**src/rtl/pbrl_pkg.sv**
```systemverilog
// ----------------------------------------------------------------------------
// pbrl_pkg
// Types, constants and the character decode shared by the pitch-bend
// run-length decoder modules.
// ----------------------------------------------------------------------------
package pbrl_pkg;

  // Sample store size and the run text length at which a run's count drops to zero
  localparam int STORE_SAMPLES  = 4096;
  localparam int RUN_TEXT_LIMIT = 8;

  // Field widths of the channels
  localparam int CHAR_W   = 8;
  localparam int SAMPLE_W = 12;
  localparam int SEXTET_W = 6;
  localparam int COUNT_W  = 13;

  // Internal widths
  localparam int TOTAL_W   = $clog2(STORE_SAMPLES + 1);
  localparam int RUN_NUM_W = 24;
  localparam int LEN_W     = 4;
  localparam int LEN_CMP_W = LEN_W + 1;

  localparam logic [LEN_W-1:0]     LEN_MAX   = '1;
  localparam logic [LEN_CMP_W-1:0] LEN_LIMIT = LEN_CMP_W'(RUN_TEXT_LIMIT);

  // Default depth of each queue
  localparam int FIFO_DEPTH = 2;

  // Character codes
  localparam logic [CHAR_W-1:0] CHAR_HASH  = 8'h23;
  localparam logic [CHAR_W-1:0] CHAR_PLUS  = 8'h2B;
  localparam logic [CHAR_W-1:0] CHAR_SLASH = 8'h2F;
  localparam logic [CHAR_W-1:0] CHAR_0     = 8'h30;
  localparam logic [CHAR_W-1:0] CHAR_9     = 8'h39;
  localparam logic [CHAR_W-1:0] CHAR_UC_A  = 8'h41;
  localparam logic [CHAR_W-1:0] CHAR_UC_Z  = 8'h5A;
  localparam logic [CHAR_W-1:0] CHAR_LC_A  = 8'h61;
  localparam logic [CHAR_W-1:0] CHAR_LC_Z  = 8'h7A;

  // Sextet offsets of the base64 alphabet
  localparam logic [CHAR_W-1:0] LC_OFFSET    = 8'd26;
  localparam logic [CHAR_W-1:0] DIGIT_OFFSET = 8'd52;
  localparam logic [SEXTET_W-1:0] SEXTET_PLUS  = 6'd62;
  localparam logic [SEXTET_W-1:0] SEXTET_SLASH = 6'd63;

  typedef struct packed {
    logic [CHAR_W-1:0] char_code;
    logic              last_char;
  } in_item_t;

  typedef struct packed {
    logic signed [SAMPLE_W-1:0] sample_value;
    logic [COUNT_W-1:0]         repeat_count;
    logic                       string_end;
    logic [COUNT_W-1:0]         total_samples;
  } out_item_t;

  // Store command from the parser to the store accounting
  typedef struct packed {
    logic [SAMPLE_W-1:0]  sample;
    logic [RUN_NUM_W-1:0] count;
    logic                 last;
  } cmd_t;

  // base64 character to sextet; anything outside the alphabet maps to 0
  function automatic logic [SEXTET_W-1:0] sextet_of(input logic [CHAR_W-1:0] c);
    logic [SEXTET_W-1:0] s;
    s = '0;
    if (c >= CHAR_UC_A && c <= CHAR_UC_Z) begin
      s = SEXTET_W'(c - CHAR_UC_A);
    end else if (c >= CHAR_LC_A && c <= CHAR_LC_Z) begin
      s = SEXTET_W'(c - CHAR_LC_A + LC_OFFSET);
    end else if (c >= CHAR_0 && c <= CHAR_9) begin
      s = SEXTET_W'(c - CHAR_0 + DIGIT_OFFSET);
    end else if (c == CHAR_PLUS) begin
      s = SEXTET_PLUS;
    end else if (c == CHAR_SLASH) begin
      s = SEXTET_SLASH;
    end
    return s;
  endfunction

endpackage

```
**src/rtl/pitch_bend_run_length_decoder.sv**
```systemverilog
// ----------------------------------------------------------------------------
// pitch_bend_run_length_decoder
// Decodes base64 pitch-bend text with '#count#' runs into stored samples.
// ----------------------------------------------------------------------------
// One character is taken per clock, back to back, with no gaps: full only
// rises when results are not being popped and both queues have filled. A
// character turns into a store command in the parser the cycle it is
// transferred and is written into the command queue at that edge; the
// accounting stage reads it from the queue once a result slot is free and
// writes the result into the result queue, from which it shows on out_item.
// The sustained rate of one character per clock is set by the parser's state
// update and by the total accumulator, which closes one compare and add per
// clock. Pairs of base64 characters give a 12-bit signed sample with a count
// of one; a run gives the last sample with its decimal count (zero when the
// run text reaches RUN_TEXT_LIMIT characters); every count is clipped to the
// space left in a store of STORE_SAMPLES samples. The last character of a
// text always yields a result marked string_end with the saturated total,
// an end-only one with zero sample and count when it closes nothing, and
// then all state returns to reset.
// ----------------------------------------------------------------------------
module pitch_bend_run_length_decoder #(
  parameter int FIFO_DEPTH = pbrl_pkg::FIFO_DEPTH
) (
  input  logic                clk,
  input  logic                rst_n,
  // input queue side
  input  logic                push,
  output logic                full,
  input  pbrl_pkg::in_item_t  in_item,
  // result queue side
  output logic                empty,
  input  logic                pop,
  output pbrl_pkg::out_item_t out_item
);
  import pbrl_pkg::*;

  // parser to command queue
  logic      in_xfer;
  logic      fe_cmd_valid;
  cmd_t      fe_cmd;

  // command queue to accounting
  logic      cmd_full, cmd_empty, cmd_pop;
  cmd_t      cmd_head;

  // accounting to result queue
  logic      res_full, res_push;
  out_item_t res;

  // a character transfers whenever the command queue has room; the parser
  // issues at most one command per character
  assign in_xfer = push && !cmd_full;
  assign full    = cmd_full;

  pbrl_front u_front (
    .clk       (clk),
    .rst_n     (rst_n),
    .in_valid  (in_xfer),
    .in_item   (in_item),
    .cmd_valid (fe_cmd_valid),
    .cmd       (fe_cmd)
  );

  // decouples parsing from store accounting
  pbrl_fifo #(
    .data_t (cmd_t),
    .DEPTH  (FIFO_DEPTH)
  ) u_cmd_fifo (
    .clk       (clk),
    .rst_n     (rst_n),
    .push      (fe_cmd_valid),
    .push_data (fe_cmd),
    .full      (cmd_full),
    .pop       (cmd_pop),
    .pop_data  (cmd_head),
    .empty     (cmd_empty)
  );

  pbrl_back u_back (
    .clk       (clk),
    .rst_n     (rst_n),
    .cmd_empty (cmd_empty),
    .cmd       (cmd_head),
    .cmd_pop   (cmd_pop),
    .res_full  (res_full),
    .res_push  (res_push),
    .res       (res)
  );

  // result queue: results wait here while new characters keep flowing
  pbrl_fifo #(
    .data_t (out_item_t),
    .DEPTH  (FIFO_DEPTH)
  ) u_res_fifo (
    .clk       (clk),
    .rst_n     (rst_n),
    .push      (res_push),
    .push_data (res),
    .full      (res_full),
    .pop       (pop),
    .pop_data  (out_item),
    .empty     (empty)
  );

  // the parser never offers a command the queue cannot take
  a_no_cmd_drop: assert property (@(posedge clk) disable iff (!rst_n)
    fe_cmd_valid |-> !cmd_full)
    else $error("command issued into a full queue");

  // accounting only moves when a result slot is free
  a_no_res_drop: assert property (@(posedge clk) disable iff (!rst_n)
    res_push |-> (!res_full && !cmd_empty))
    else $error("result pushed into a full queue");

  // an end result never reports more than the store holds
  a_end_total: assert property (@(posedge clk) disable iff (!rst_n)
    (res_push && res.string_end) |-> (res.total_samples <= COUNT_W'(STORE_SAMPLES)))
    else $error("end total above store size");

endmodule

```
**src/rtl/pbrl_fifo.sv**
```systemverilog
// ----------------------------------------------------------------------------
// pbrl_fifo
// Small register queue with a registered store and count-based full/empty.
// ----------------------------------------------------------------------------
module pbrl_fifo #(
  parameter type data_t = logic,
  parameter int  DEPTH  = 2
) (
  input  logic  clk,
  input  logic  rst_n,
  input  logic  push,
  input  data_t push_data,
  output logic  full,
  input  logic  pop,
  output data_t pop_data,
  output logic  empty
);

  localparam int PTR_W = (DEPTH > 1) ? $clog2(DEPTH) : 1;
  localparam int CNT_W = $clog2(DEPTH + 1);
  localparam logic [PTR_W-1:0] PTR_LAST  = PTR_W'(DEPTH - 1);
  localparam logic [CNT_W-1:0] CNT_DEPTH = CNT_W'(DEPTH);

  data_t            mem_r [DEPTH];
  logic [PTR_W-1:0] wr_ptr_r, wr_ptr_nxt;
  logic [PTR_W-1:0] rd_ptr_r, rd_ptr_nxt;
  logic [CNT_W-1:0] cnt_r, cnt_nxt;
  logic             do_push, do_pop;

  assign full     = (cnt_r == CNT_DEPTH);
  assign empty    = (cnt_r == '0);
  assign do_push  = push && !full;
  assign do_pop   = pop && !empty;
  assign pop_data = mem_r[rd_ptr_r];

  always_comb begin
    wr_ptr_nxt = wr_ptr_r;
    rd_ptr_nxt = rd_ptr_r;
    cnt_nxt    = cnt_r;
    if (do_push) begin
      wr_ptr_nxt = (wr_ptr_r == PTR_LAST) ? '0 : wr_ptr_r + 1'b1;
    end
    if (do_pop) begin
      rd_ptr_nxt = (rd_ptr_r == PTR_LAST) ? '0 : rd_ptr_r + 1'b1;
    end
    if (do_push && !do_pop) begin
      cnt_nxt = cnt_r + 1'b1;
    end else if (do_pop && !do_push) begin
      cnt_nxt = cnt_r - 1'b1;
    end
  end

  always_ff @(posedge clk) begin
    if (!rst_n) begin
      wr_ptr_r <= '0;
      rd_ptr_r <= '0;
      cnt_r    <= '0;
    end else begin
      wr_ptr_r <= wr_ptr_nxt;
      rd_ptr_r <= rd_ptr_nxt;
      cnt_r    <= cnt_nxt;
    end
  end

  always_ff @(posedge clk) begin
    if (do_push) begin
      mem_r[wr_ptr_r] <= push_data;
    end
  end

  // count never passes the depth
  a_cnt_bound: assert property (@(posedge clk) disable iff (!rst_n)
    cnt_r <= CNT_DEPTH)
    else $error("fifo count above depth");

  // pointers move in step with the count
  a_cnt_track: assert property (@(posedge clk) disable iff (!rst_n)
    (do_push && !do_pop) |=> (cnt_r == $past(cnt_r) + 1'b1))
    else $error("fifo count missed a push");

endmodule

```
**src/rtl/pbrl_front.sv**
```systemverilog
// ----------------------------------------------------------------------------
// pbrl_front
// Character parser: pairs base64 characters into samples, collects run
// counts and issues one store command per sample, run or text end.
// ----------------------------------------------------------------------------
module pbrl_front (
  input  logic              clk,
  input  logic              rst_n,
  input  logic              in_valid,
  input  pbrl_pkg::in_item_t in_item,
  output logic              cmd_valid,
  output pbrl_pkg::cmd_t    cmd
);
  import pbrl_pkg::*;

  logic                 pair_half_r, pair_half_nxt;
  logic [SEXTET_W-1:0]  first_sextet_r, first_sextet_nxt;
  logic                 in_run_r, in_run_nxt;
  logic [RUN_NUM_W-1:0] run_number_r, run_number_nxt;
  logic [LEN_W-1:0]     run_len_r, run_len_nxt;
  logic                 digits_stopped_r, digits_stopped_nxt;
  logic [SAMPLE_W-1:0]  prev_sample_r, prev_sample_nxt;

  logic                 is_hash, is_digit, emit;
  logic [SEXTET_W-1:0]  sextet;
  logic [RUN_NUM_W-1:0] digit_val, run_times_ten;
  logic [LEN_CMP_W-1:0] run_len_ext;

  assign is_hash       = (in_item.char_code == CHAR_HASH);
  assign is_digit      = (in_item.char_code >= CHAR_0) && (in_item.char_code <= CHAR_9);
  assign sextet        = sextet_of(in_item.char_code);
  assign digit_val     = RUN_NUM_W'(in_item.char_code - CHAR_0);
  assign run_times_ten = (run_number_r << 3) + (run_number_r << 1);
  assign run_len_ext   = LEN_CMP_W'(run_len_r);

  always_comb begin
    pair_half_nxt      = pair_half_r;
    first_sextet_nxt   = first_sextet_r;
    in_run_nxt         = in_run_r;
    run_number_nxt     = run_number_r;
    run_len_nxt        = run_len_r;
    digits_stopped_nxt = digits_stopped_r;
    prev_sample_nxt    = prev_sample_r;
    emit               = 1'b0;
    cmd                = '0;

    if (in_run_r) begin
      if (is_hash) begin
        // closing hash: repeat the last sample
        emit               = 1'b1;
        cmd.sample         = prev_sample_r;
        cmd.count          = (run_len_ext < LEN_LIMIT) ? run_number_r : '0;
        in_run_nxt         = 1'b0;
        run_number_nxt     = '0;
        run_len_nxt        = '0;
        digits_stopped_nxt = 1'b0;
      end else begin
        if (!digits_stopped_r) begin
          if (is_digit) begin
            if (run_len_ext + 1'b1 < LEN_LIMIT) begin
              run_number_nxt = run_times_ten + digit_val;
            end
          end else begin
            digits_stopped_nxt = 1'b1;
          end
        end
        if (run_len_r != LEN_MAX) begin
          run_len_nxt = run_len_r + 1'b1;
        end
      end
    end else if (pair_half_r) begin
      // second character of a pair, a hash here is plain data
      prev_sample_nxt = {first_sextet_r, sextet};
      pair_half_nxt   = 1'b0;
      emit            = 1'b1;
      cmd.sample      = {first_sextet_r, sextet};
      cmd.count       = RUN_NUM_W'(1);
    end else if (is_hash) begin
      in_run_nxt         = 1'b1;
      run_number_nxt     = '0;
      run_len_nxt        = '0;
      digits_stopped_nxt = 1'b0;
    end else begin
      first_sextet_nxt = sextet;
      pair_half_nxt    = 1'b1;
    end

    cmd.last = in_item.last_char;

    // text end puts the parser back to its idle state
    if (in_item.last_char) begin
      pair_half_nxt      = 1'b0;
      first_sextet_nxt   = '0;
      in_run_nxt         = 1'b0;
      run_number_nxt     = '0;
      run_len_nxt        = '0;
      digits_stopped_nxt = 1'b0;
      prev_sample_nxt    = '0;
    end
  end

  assign cmd_valid = in_valid && (emit || in_item.last_char);

  always_ff @(posedge clk) begin
    if (!rst_n) begin
      pair_half_r      <= 1'b0;
      first_sextet_r   <= '0;
      in_run_r         <= 1'b0;
      run_number_r     <= '0;
      run_len_r        <= '0;
      digits_stopped_r <= 1'b0;
      prev_sample_r    <= '0;
    end else if (in_valid) begin
      pair_half_r      <= pair_half_nxt;
      first_sextet_r   <= first_sextet_nxt;
      in_run_r         <= in_run_nxt;
      run_number_r     <= run_number_nxt;
      run_len_r        <= run_len_nxt;
      digits_stopped_r <= digits_stopped_nxt;
      prev_sample_r    <= prev_sample_nxt;
    end
  end

  // a pending pair half and an open run never coexist
  a_mode_excl: assert property (@(posedge clk) disable iff (!rst_n)
    !(pair_half_r && in_run_r))
    else $error("pair half pending inside a run");

  // the character after a text end starts from idle
  a_end_idle: assert property (@(posedge clk) disable iff (!rst_n)
    (in_valid && in_item.last_char) |=>
      (!pair_half_r && !in_run_r && prev_sample_r == '0))
    else $error("parser state kept past text end");

endmodule

```
**src/rtl/pbrl_back.sv**
```systemverilog
// ----------------------------------------------------------------------------
// pbrl_back
// Store accounting: clips each command's count to the space left, keeps the
// running total and builds the result item.
// ----------------------------------------------------------------------------
module pbrl_back (
  input  logic               clk,
  input  logic               rst_n,
  input  logic               cmd_empty,
  input  pbrl_pkg::cmd_t     cmd,
  output logic               cmd_pop,
  input  logic               res_full,
  output logic               res_push,
  output pbrl_pkg::out_item_t res
);
  import pbrl_pkg::*;

  localparam logic [TOTAL_W-1:0] STORE_LIM = TOTAL_W'(STORE_SAMPLES);

  logic [TOTAL_W-1:0] total_r, total_nxt;
  logic [TOTAL_W-1:0] space, reps, total_sum;

  assign cmd_pop  = !cmd_empty && !res_full;
  assign res_push = cmd_pop;

  always_comb begin
    space     = (total_r < STORE_LIM) ? STORE_LIM - total_r : '0;
    reps      = (cmd.count > RUN_NUM_W'(space)) ? space : TOTAL_W'(cmd.count);
    total_sum = total_r + reps;
    total_nxt = cmd.last ? '0 : total_sum;

    res.sample_value  = cmd.sample;
    res.repeat_count  = COUNT_W'(reps);
    res.string_end    = cmd.last;
    res.total_samples = COUNT_W'(total_sum);
  end

  always_ff @(posedge clk) begin
    if (!rst_n) begin
      total_r <= '0;
    end else if (cmd_pop) begin
      total_r <= total_nxt;
    end
  end

  a_total_bound: assert property (@(posedge clk) disable iff (!rst_n)
    total_r <= STORE_LIM)
    else $error("sample total above store size");

  a_reps_clip: assert property (@(posedge clk) disable iff (!rst_n)
    cmd_pop |-> (RUN_NUM_W'(reps) <= cmd.count))
    else $error("stored more than requested");

  a_end_clear: assert property (@(posedge clk) disable iff (!rst_n)
    (cmd_pop && cmd.last) |=> (total_r == '0))
    else $error("total not cleared after text end");

endmodule
```
**config.mk**
```make
export PLATFORM = sky130hd
export DESIGN_NAME = pitch_bend_run_length_decoder
export DESIGN_NICKNAME = d
export VERILOG_FILES = /design/src/rtl/pbrl_pkg.sv /design/src/rtl/pitch_bend_run_length_decoder.sv /design/src/rtl/pbrl_fifo.sv /design/src/rtl/pbrl_front.sv /design/src/rtl/pbrl_back.sv
export SDC_FILE = /design/constraint.sdc
export NUM_CORES = 1
export LEC_CHECK = 0
export BUFFER_PORTS_ARGS = -buffer_cell sky130_fd_sc_hd__buf_4
export CORE_ASPECT_RATIO = 2
export CORE_UTILIZATION = 35
export DETAILED_ROUTE_END_ITERATION = 10
export PLACE_DENSITY = 0.62
export SLEW_MARGIN = 25
export SYNTH_ARGS = -nofsm -noshare
export SYNTH_HDL_FRONTEND = slang
export SYNTH_SLANG_ARGS = --single-unit
```
**constraint.sdc**
```tcl
create_clock -name clk -period 10.1 [get_ports clk]
set_clock_uncertainty 0.15 [all_clocks]
set_input_delay 1.515 -clock clk [delete_from_list [all_inputs] [get_ports clk]]
set_output_delay 1.515 -clock clk [all_outputs]
set_load 0.005 [all_outputs]
```
==> results.yml, run 1 <==
synthesis:
  yosys.area_share.xor_xnor_pct: 3.55
  ys.flop_type: "edfxtp_1"
  synthArstFlopShare_pct: 0
  yosysSeqAreaShare_pct: 50.6
  synth-simple-area-share_pct: 13.2
  synth-edff-count: 152
  syn-cell-area_sq_um: 11900
  synth_cells: 1018
  synth-seq-cells: 224
  syn_avg_cell_area_sq_um: 11.6
  synth_top_family_by_area: "simple AND/OR/NAND/NOR gates"
  synth_mux_area_share_pct: 6.40
  synth_compound_area_share_pct: 13.1
  synth_cell_types: 81
  synthAdderAreaFrac_pct: 10.5
  ys_warn_count: 0
  syn-num-nets: 1117
routing:
  ant_nets: 0
  via_per_inst: 5.16
  drt-met1-wl_mm: 8.89
  top_layer: "met4"
  drt_iter0_drc: 348
  wl_met3_um: 610
  wl_mm: 24.7
  vias: 7791
  dr.pass1.iters: 4
  drc: 0
  routed-wl-met2_mm: 14.2
  wl_per_cell_um: 16.3
setup_path:
  cp_max_fo: 23
  worstSetupStartpointType: "register"
  worstPathRequired_ps: 10370
  crit_cells: 20
  slowest_stage: "a2111oi_1"
  critical_path.max_stage_delay_ps: 830
  crit_chain: "or4_1 -> or4_4 -> o21ai_2 -> nand2_1 -> ha_1 -> and3_1 -> a221o_1 -> o311ai_1 -> and2_1 -> nand2_1 -> o21ai_1 -> ha_1 -> a21o_1 -> a21oi_1 -> o21bai_1 -> a2111oi_1 -> o31ai_1 -> xor2_1 -> nand3_1 -> a21boi_0"
  arrival_ps: 7080
  worstSetupPathType: "register to register"
  crit_buf_inv: 0
  crit_family: "compound AO/OA/AOI/OAI gates"
  worst-r2r-cell-count: 20
  end_kind: "register"
sta:
  min_period_over_period_pct: 67.4
  finalSetupTns_ps: 0
  setup-violations-final: 0
  finalHoldViolCount: 0
  slew_violations: 0
  relSlewSlack_pct: 38.7
  rsz0062_at_grt: "no"
  worstMarginPinSlew_ps: 920
  holdWs_ps: 304
  max_freq_mhz: 147
  fin_crit_ps: 6810
layout:
  final_nets: 1162
  num_antenna_cells: 0
  final_area_sq_um: 13400
  layout.cells.non_filler: 1511
  final_cell_mix: "edfxtp_1 (152), dfxtp_1 (71), nand2_1 (66)"
  utilization_pct: 39.9
  final_common_cell: "edfxtp_1"
  syn_to_final_growth_pct: 12.8
  drive_gt1_share_pct: 16.7
power:
  leakage_nw: 4.97
  power_density_nw_per_um2: 193
  irDropWorstVdd_v: 0.000107
clock_tree:
  cts_buffers: 18
  insertion_delay_ps: 490
  clk_pin_slew_worst_paths_ps: 70
  cts_max_level: 1
  clockBufferDepth: 3
  post_cts_buffers: 0
  cts-root-buf: "clkbuf_16"
  clock_sinks: 224
  hold_buffers: 0
  cts_tree: "built"
  ctsResizeCount: 0
placed_design:
  placed_area_sq_um: 12800
  dp.cells: 1479
  place.gp.congestion: 0.840
  hpwl_mm: 18.8
  io_buffers: 53
hold_path:
  hold-path-cell-count: 2
  hold_class: "register to register"
global_route:
  grt_pass1_wl_mm: 40.3
  grt_overflow: 0
  grt_max_degree: 82
  grt_usage_pct: 14.4
  antenna_found_initial: 0
  grt_pass1_vias: 7928
floorplanning:
  core_sq_um: 33500
  die_h_um: 262
  initial_core_util_pct: 35.4
  die-area_sq_um: 34700
  die_x_um: 132
  io-pin-count: 54
  row_count: 95
status:
  status: "finished clean"
flow_run:
  max_cap_violations: 0
-- layer usage --
layer	track usage (%)	up-vias
li1	-	3855
met1	13.4	3757
met2	29.8	127
met3	1.60	52
met4	7.20	0
met5	0	-
-- worst paths after layout --
path | slack, ps | end | start
worst max-delay path | 3290 | u_back.total_r[9] | u_back.total_r[5]
worst max register to register | 3290 | u_back.total_r[9] | u_back.total_r[5]
worst min-delay path | 300 | u_front.prev_sample_r[2] | u_front.prev_sample_r[2]
worst min register to register | 300 | u_front.prev_sample_r[2] | u_front.prev_sample_r[2]
-- worst min-delay path: stages (launching register included) --
cell,delay [ps]
dfxtp_1,310
nand2_1,50
a21boi_1,50
-- final cells by class --
type | instances | area [sq um]
clock buffers | 26 | 522
clock inverters | 6 | 55.1
fillers | 3245 | 20100
inverters | 39 | 146
multi-input cells | 716 | 5600
flip-flops and latches | 224 | 6010
well taps | 436 | 546
repair buffers | 64 | 500
-- registers in the layout, indices dropped and copies added (netlist names), 2 cells and up, named ones only --
signal and flops:
u_res_fifo.mem_r 78, u_res_fifo.cnt_r 2, u_front.run_len_r 4, u_cmd_fifo.cnt_r 2, u_front.run_number_r 24, u_back.total_r 13, u_front.prev_sample_r 12, u_front.first_sextet_r 6
u_cmd_fifo.mem_r 74
-- stage by stage --
| stage | total power [mW] | setup WS (ps) |
|---|---|---|
| detailed placement | 1.91 | 3330 |
| global route | 2.70 | 2860 |
| finish | 2.57 | 3290 |
| global placement | 1.89 | 3260 |
| floorplan | 1.62 | 4070 |
| CTS | 2.61 | 3300 |
-- Yosys cell counts, types with 3 or more instances --
cell       number  share of area (%)
nand3_1        27                1.1
mux2_2         63                6.0
a22oi_1        32                2.0
mux2i_1         5               0.42
dfxtp_1        72                 12
fa_1           22                3.7
a31oi_1         5               0.26
a21boi_0        8               0.51
clkbuf_1       26               0.82
a31o_1          3               0.22
a2111oi_0       5               0.37
xor2_1         21                1.6
and2_1         32                1.7
inv_1          39                1.2
a21oi_1        40                1.7
nor2b_1        48                2.5
or3_1           3               0.16
o211ai_1        3               0.19
edfxtp_1      152                 38
o21a_1          6               0.38
o21ai_1        16               0.68
buf_1           5               0.16
nor3b_1         3               0.19
xnor2_1        27                2.0
a22o_1         11               0.81
a211oi_1        5               0.32
o21ai_0        28                1.2
a221oi_1        3               0.22
and3_1          6               0.32
nor3_1         26                1.1
buf_2           4               0.17
a221o_1         3               0.25
a21boi_1        5               0.32
nor2_1         39                1.2
a21o_1         12               0.76
nand2b_1       11               0.58
nand4_1        10               0.53
o21bai_1        3               0.19
nand2_1        66                2.1
nor4_1          8               0.42
ha_1           64                6.8
-- power by group --
| part | internal [mW] | switching, mW | total, mW | leakage, nW |
|---|---|---|---|---|
| clock network | 0.387 | 0.313 | 0.700 | 0.280 |
| logic | 0.330 | 0.327 | 0.656 | 2.68 |
| registers | 1.15 | 0.0651 | 1.22 | 2.01 |
-- kinds of logic (layout without fill, tap and decap cells) --
logic type	count (synthesis)	in the layout
AND/OR/NAND/NOR	295	295
flip-flops	224	224
AO/OA/AOI/OAI	219	219
adder cells (fa/ha/maj)	86	86
buffers and inverters	78	135
multiplexers	68	68
XOR/XNOR	48	48
Power figures use the tool's default switching activity.
==> run 2: changes to the inputs <==
- PLACE_DENSITY: 0.62 -> 0.64
- clock period: 10.1 -> 6.2 ns (I/O delays scaled with it)
==> results.yml, run 2 (same netlist as run 1, synthesis figures left out) <==
setup_path:
  arrival_ps: 5990
  crit_family: "simple AND/OR/NAND/NOR gates"
  cp_max_fo: 8
  slowest_stage: "or4_1"
  crit_buf_inv: 1
  end_kind: "register"
  worstSetupStartpointType: "register"
  critical_path.max_stage_delay_ps: 630
  worstPathRequired_ps: 6280
  crit_path_frequent_cell: "nand2_1"
  worstSetupPathType: "register to register"
  crit_chain: "or4_1 -> or4_4 -> o21ai_2 -> buf_4 -> nand2_1 -> ha_1 -> nor2b_1 -> o211ai_1 -> a21oi_1 -> o311ai_2 -> nand2_1 -> nand2_1 -> o21ai_0 -> ha_1 -> fa_1 -> a21oi_1 -> nor2_1 -> o311ai_2 -> a31oi_1 -> nor2_1 -> xor2_1 -> xnor2_1"
routing:
  drt_iter0_drc: 421
  vias: 7896
  via_per_inst: 5.20
  wl_mm: 25.5
  wl_per_cell_um: 16.8
  dr.pass1.iters: 5
  ant_nets: 0
  drc: 0
floorplanning:
  die_x_um: 132
  row_count: 95
  die-area_sq_um: 34700
  die_h_um: 262
  core_sq_um: 33500
  io-pin-count: 54
  initial_core_util_pct: 35.4
global_route:
  grt_overflow: 0
  grt_pass1_wl_mm: 40.9
  grt_use_met3_pct: 1.45
  grt_max_degree: 82
  use_met2_pct: 30.5
  gr-max-usage-layer: "met2"
  grt_usage_pct: 14.7
  grt_pass1_vias: 8062
  met1_usage_pct: 13.9
  antenna_found_initial: 0
placed_design:
  place.gp.congestion: 0.870
  placed_area_sq_um: 12800
  hpwl_mm: 19.3
  io_buffers: 53
sta:
  finalSetupTns_ps: 0
  max_freq_mhz: 169
  holdWs_ps: 305
  fin_crit_ps: 5910
  relSlewSlack_pct: 37.7
  finalHoldViolCount: 0
  min_period_over_period_pct: 95.3
  worstMarginPinSlew_ps: 931
  slew_violations: 0
  setup-violations-final: 0
layout:
  largest_reg_flops: 78
  final_nets: 1169
  multiInputGateArea_sq_um: 5620
  syn_to_final_growth_pct: 14.0
  final_common_cell: "edfxtp_1"
  largest-register: "u_res_fifo.mem_r"
  final_cell_mix: "edfxtp_1 (152), dfxtp_1 (71), buf_4 (67)"
  final_area_sq_um: 13500
  fill_cells: 3177
  reg_top3: "u_res_fifo.mem_r x78, u_cmd_fifo.mem_r x74, u_front.run_number_r x24"
  regArea_sq_um: 6010
  utilization_pct: 40.3
  num_antenna_cells: 0
  drive_gt1_share_pct: 17.9
clock_tree:
  cts_tree: "built"
  clk_pin_slew_worst_paths_ps: 70
  clockBufferDepth: 3
  hold_buffers: 0
  insertion_delay_ps: 510
  cts_buffers: 20
  clock_sinks: 224
  cts-root-buf: "clkbuf_16"
  cts_max_level: 1
power:
  power_density_nw_per_um2: 319
  irDropWorstVdd_v: 0.000177
  leakage_nw: 5.03
status:
  status: "finished clean"
flow_run:
  max_cap_violations: 0
hold_path:
  hold_class: "register to register"
[run 2: cell count changes in the layout (fill, tap and decap cells not counted), sizes merged]
cell and change:
clkinvlp +1, buf +5, clkbuf -2, inv +1
clkinv +3
[run 2: final timing paths]
kind / startpoint / end / slack, ps / cells past startpoint
worst max-delay path: u_back.total_r[5] / u_res_fifo.mem_r[1][12] / 290 / 22
worst min-delay path: u_front.prev_sample_r[2] / u_front.prev_sample_r[2] / 310 / 2
worst max register to register: u_back.total_r[5] / u_res_fifo.mem_r[1][12] / 290 / 22
worst min register to register: u_front.prev_sample_r[2] / u_front.prev_sample_r[2] / 310 / 2
[run 2: timing repair]
action,in CTS,in global routing
gates resized for setup,0,6
buffers inserted,0,0
setup endpoints to repair,0,11
[run 2: final cells by class]
class | instances | share of cell area, %
Timing Repair Buffer | 69 | 4.07
Tap cell | 436 | 4.04
Clock inverter | 11 | 0.667
Multi-Input combinational cell | 716 | 41.6
Sequential cell | 224 | 44.4
Inverter | 39 | 1.08
Clock buffer | 24 | 4.13
[run 2: power by group]
group / internal, mW / total [mW] / switching, mW
registers: 1.88 / 1.99 / 0.113
clock network: 0.689 / 1.23 / 0.546
logic: 0.548 / 1.08 / 0.535
total: 3.12 / 4.31 / 1.19
[run 2: through the flow]
| stage | cells | setup slack [ps] | total power [mW] |
|---|---|---|---|
| 2_1_floorplan | 1018 | 417 | 2.64 |
| 3_3_place_gp | 1482 | 182 | 3.09 |
| 3_5_place_dp | 1483 | 166 | 3.12 |
| 4_1_cts | 1518 | 135 | 4.35 |
| 5_1_grt | 1519 | -11.0 | 4.52 |
| 6_report | 1519 | 289 | 4.31 |
[run 2: worst reg2reg max path, delay by kind of cell, from the launching register on]
kind / cells / cell delay (ps)
xor gates and xnor gates: 2 / 300
buffers and inverters: 1 / 170
adders and majority gates: 3 / 940
AOI/OAI and AO/OA: 8 / 1750
and+or+nand+nor: 8 / 1920
DFF: 1 / 380
[run 2: layer usage]
layer	up-vias	part of all wire, %
met5	-	0
met1	3800	35
met2	156	59
li1	3873	-
met3	67	2.5
met4	0	3.8
==> run 3: changes to the inputs <==
- PLACE_DENSITY: 0.64 -> 0.62
- clock period: 6.2 -> 7.2 ns (I/O delays scaled with it)
==> results.yml, run 3 (same netlist as run 1, synthesis figures left out) <==
status:
  status: "finished clean"
setup_path:
  worstPathRequired_ps: 7470
  worstReg2RegStart: "u_back.total_r[5]"
  worstSetupStartpointType: "register"
  worstSetupPathType: "register to register"
  rr_endpoint: "u_back.total_r[11]"
  cp_max_fo: 9
  rrSetupSlack_ps: 840
  critical_path.max_stage_delay_ps: 640
  slowest_stage: "or4_1"
  worst-r2r-cell-count: 21
  startpoint: "u_back.total_r[5]"
  crit_chain: "or4_1 -> or4_4 -> o21ai_2 -> nand2_1 -> ha_1 -> and3_1 -> a221o_1 -> o311ai_1 -> and2_1 -> nand2_1 -> o21ai_1 -> ha_1 -> a21o_1 -> a21oi_1 -> o21bai_1 -> a2111oi_0 -> buf_4 -> o31ai_1 -> xor2_1 -> nand3_1 -> a21boi_0"
  end_kind: "register"
  arrival_ps: 6630
floorplanning:
  io-pin-count: 54
  initial_core_util_pct: 35.4
  die_h_um: 262
  core_sq_um: 33500
  die_x_um: 132
  die-area_sq_um: 34700
  row_count: 95
sta:
  finalHoldViolCount: 0
  relSlewSlack_pct: 35.9
  worstMarginPinSlew_ps: 961
  fin_ws_ps: 842
  min_period_over_period_pct: 88.3
  setup-violations-final: 0
  fin_crit_ps: 6360
  finalSetupTns_ps: 0
  rsz0062_at_grt: "no"
  slew_violations: 0
  max_freq_mhz: 157
hold_path:
  min_to: "u_front.run_number_r[23]"
  min_from: "u_front.run_number_r[23]"
  hold_class: "register to register"
  hold-path-cell-count: 2
clock_tree:
  clock_sinks: 224
  clockBufferDepth: 3
  insertion_delay_ps: 490
  cts_tree: "built"
  clk_pin_slew_worst_paths_ps: 70
  cts_max_level: 1
  cts-root-buf: "clkbuf_16"
  post_cts_buffers: 0
  hold_buffers: 0
  cts_buffers: 18
  ctsResizeCount: 0
routing:
  dr.pass1.iters: 4
  wl_per_cell_um: 16.7
  ant_nets: 0
  drc: 0
  via_per_inst: 5.15
  drt_iter0_drc: 348
  vias: 7786
  wl_mm: 25.3
global_route:
  grt_pass1_vias: 8115
  grt_overflow: 0
  grt_max_degree: 82
  antenna_found_initial: 0
  grt_usage_pct: 14.8
  grt_pass1_wl_mm: 41.1
layout:
  syn_to_final_growth_pct: 12.6
  largest-register: "u_res_fifo.mem_r"
  largest_reg_flops: 78
  final_area_sq_um: 13400
  layout.cells.non_filler: 1513
  final_common_cell: "edfxtp_1"
  num_antenna_cells: 0
  final_nets: 1164
  fill_cells: 3204
  final_cell_mix: "edfxtp_1 (152), dfxtp_1 (71), nand2_1 (66)"
  reg_top3: "u_res_fifo.mem_r x78, u_cmd_fifo.mem_r x74, u_front.run_number_r x24"
  drive_gt1_share_pct: 16.6
placed_design:
  placed_area_sq_um: 12800
  dp.cells: 1480
  io_buffers: 53
  place.gp.congestion: 0.893
  dp_slack_ps: 892
  hpwl_mm: 19.2
flow_run:
  max_cap_violations: 0
power:
  power_density_nw_per_um2: 267
  leakage_nw: 4.96
  irDropWorstVdd_v: 0.000167
[run 3: layout make-up]
class / instances / area (sq um) / area share, %
Tap cell: 436 / 546 / 4.08
Clock inverter: 6 / 33.8 / 0.253
Clock buffer: 26 / 502 / 3.76
Multi-Input combinational cell: 716 / 5590 / 41.9
Sequential cell: 224 / 6010 / 45.0
Timing Repair Buffer: 66 / 528 / 3.95
Inverter: 39 / 146 / 1.10
[run 3: layer usage]
| metal | global-route usage [%] | up-vias | share of wire (%) |
|---|---|---|---|
| met5 | 0 | - | 0 |
| met4 | 8.01 | 0 | 4.6 |
| met3 | 1.27 | 64 | 2.4 |
| met2 | 30.7 | 138 | 58 |
| met1 | 13.6 | 3720 | 35 |
| li1 | - | 3864 | - |
[run 3: how the worst max path moves through the flow]
stage | to | slack, ps
after floorplan | u_back.total_r[11] | 1420
after global placement | u_res_fifo.mem_r[0][12] | 990
after detailed placement | u_back.total_r[11] | 890
after CTS | u_back.total_r[11] | 890
after global routing | u_back.total_r[9] | 480
final | u_back.total_r[11] | 840
[run 3: worst max-delay path, delay by kind of cell, from the launching register on]
kind / cells / cell delay (ps)
AOI/OAI and AO/OA: 10 / 2760
buffers and inverters: 1 / 220
xor gates and xnor gates: 1 / 250
adders and majority gates: 2 / 610
and+or+nand+nor: 7 / 1910
DFF: 1 / 380
[run 3: power by group]
group	switching [mW]	leakage [nW]	internal, mW
logic	0.463	2.69	0.467
registers	0.0986	2.01	1.62
clock network	0.433	0.256	0.489
total	0.994	4.96	2.57
[run 3: through the flow]
stage                     power, mW  hold WS [ps]  util [%]
after floorplan                2.27           283         -
after global placement         2.66           293      38.0
after detailed placement       2.68           306      38.1
after CTS                      3.61           315      39.7
after global routing           3.75           329      39.8
final                          3.57           308      39.8
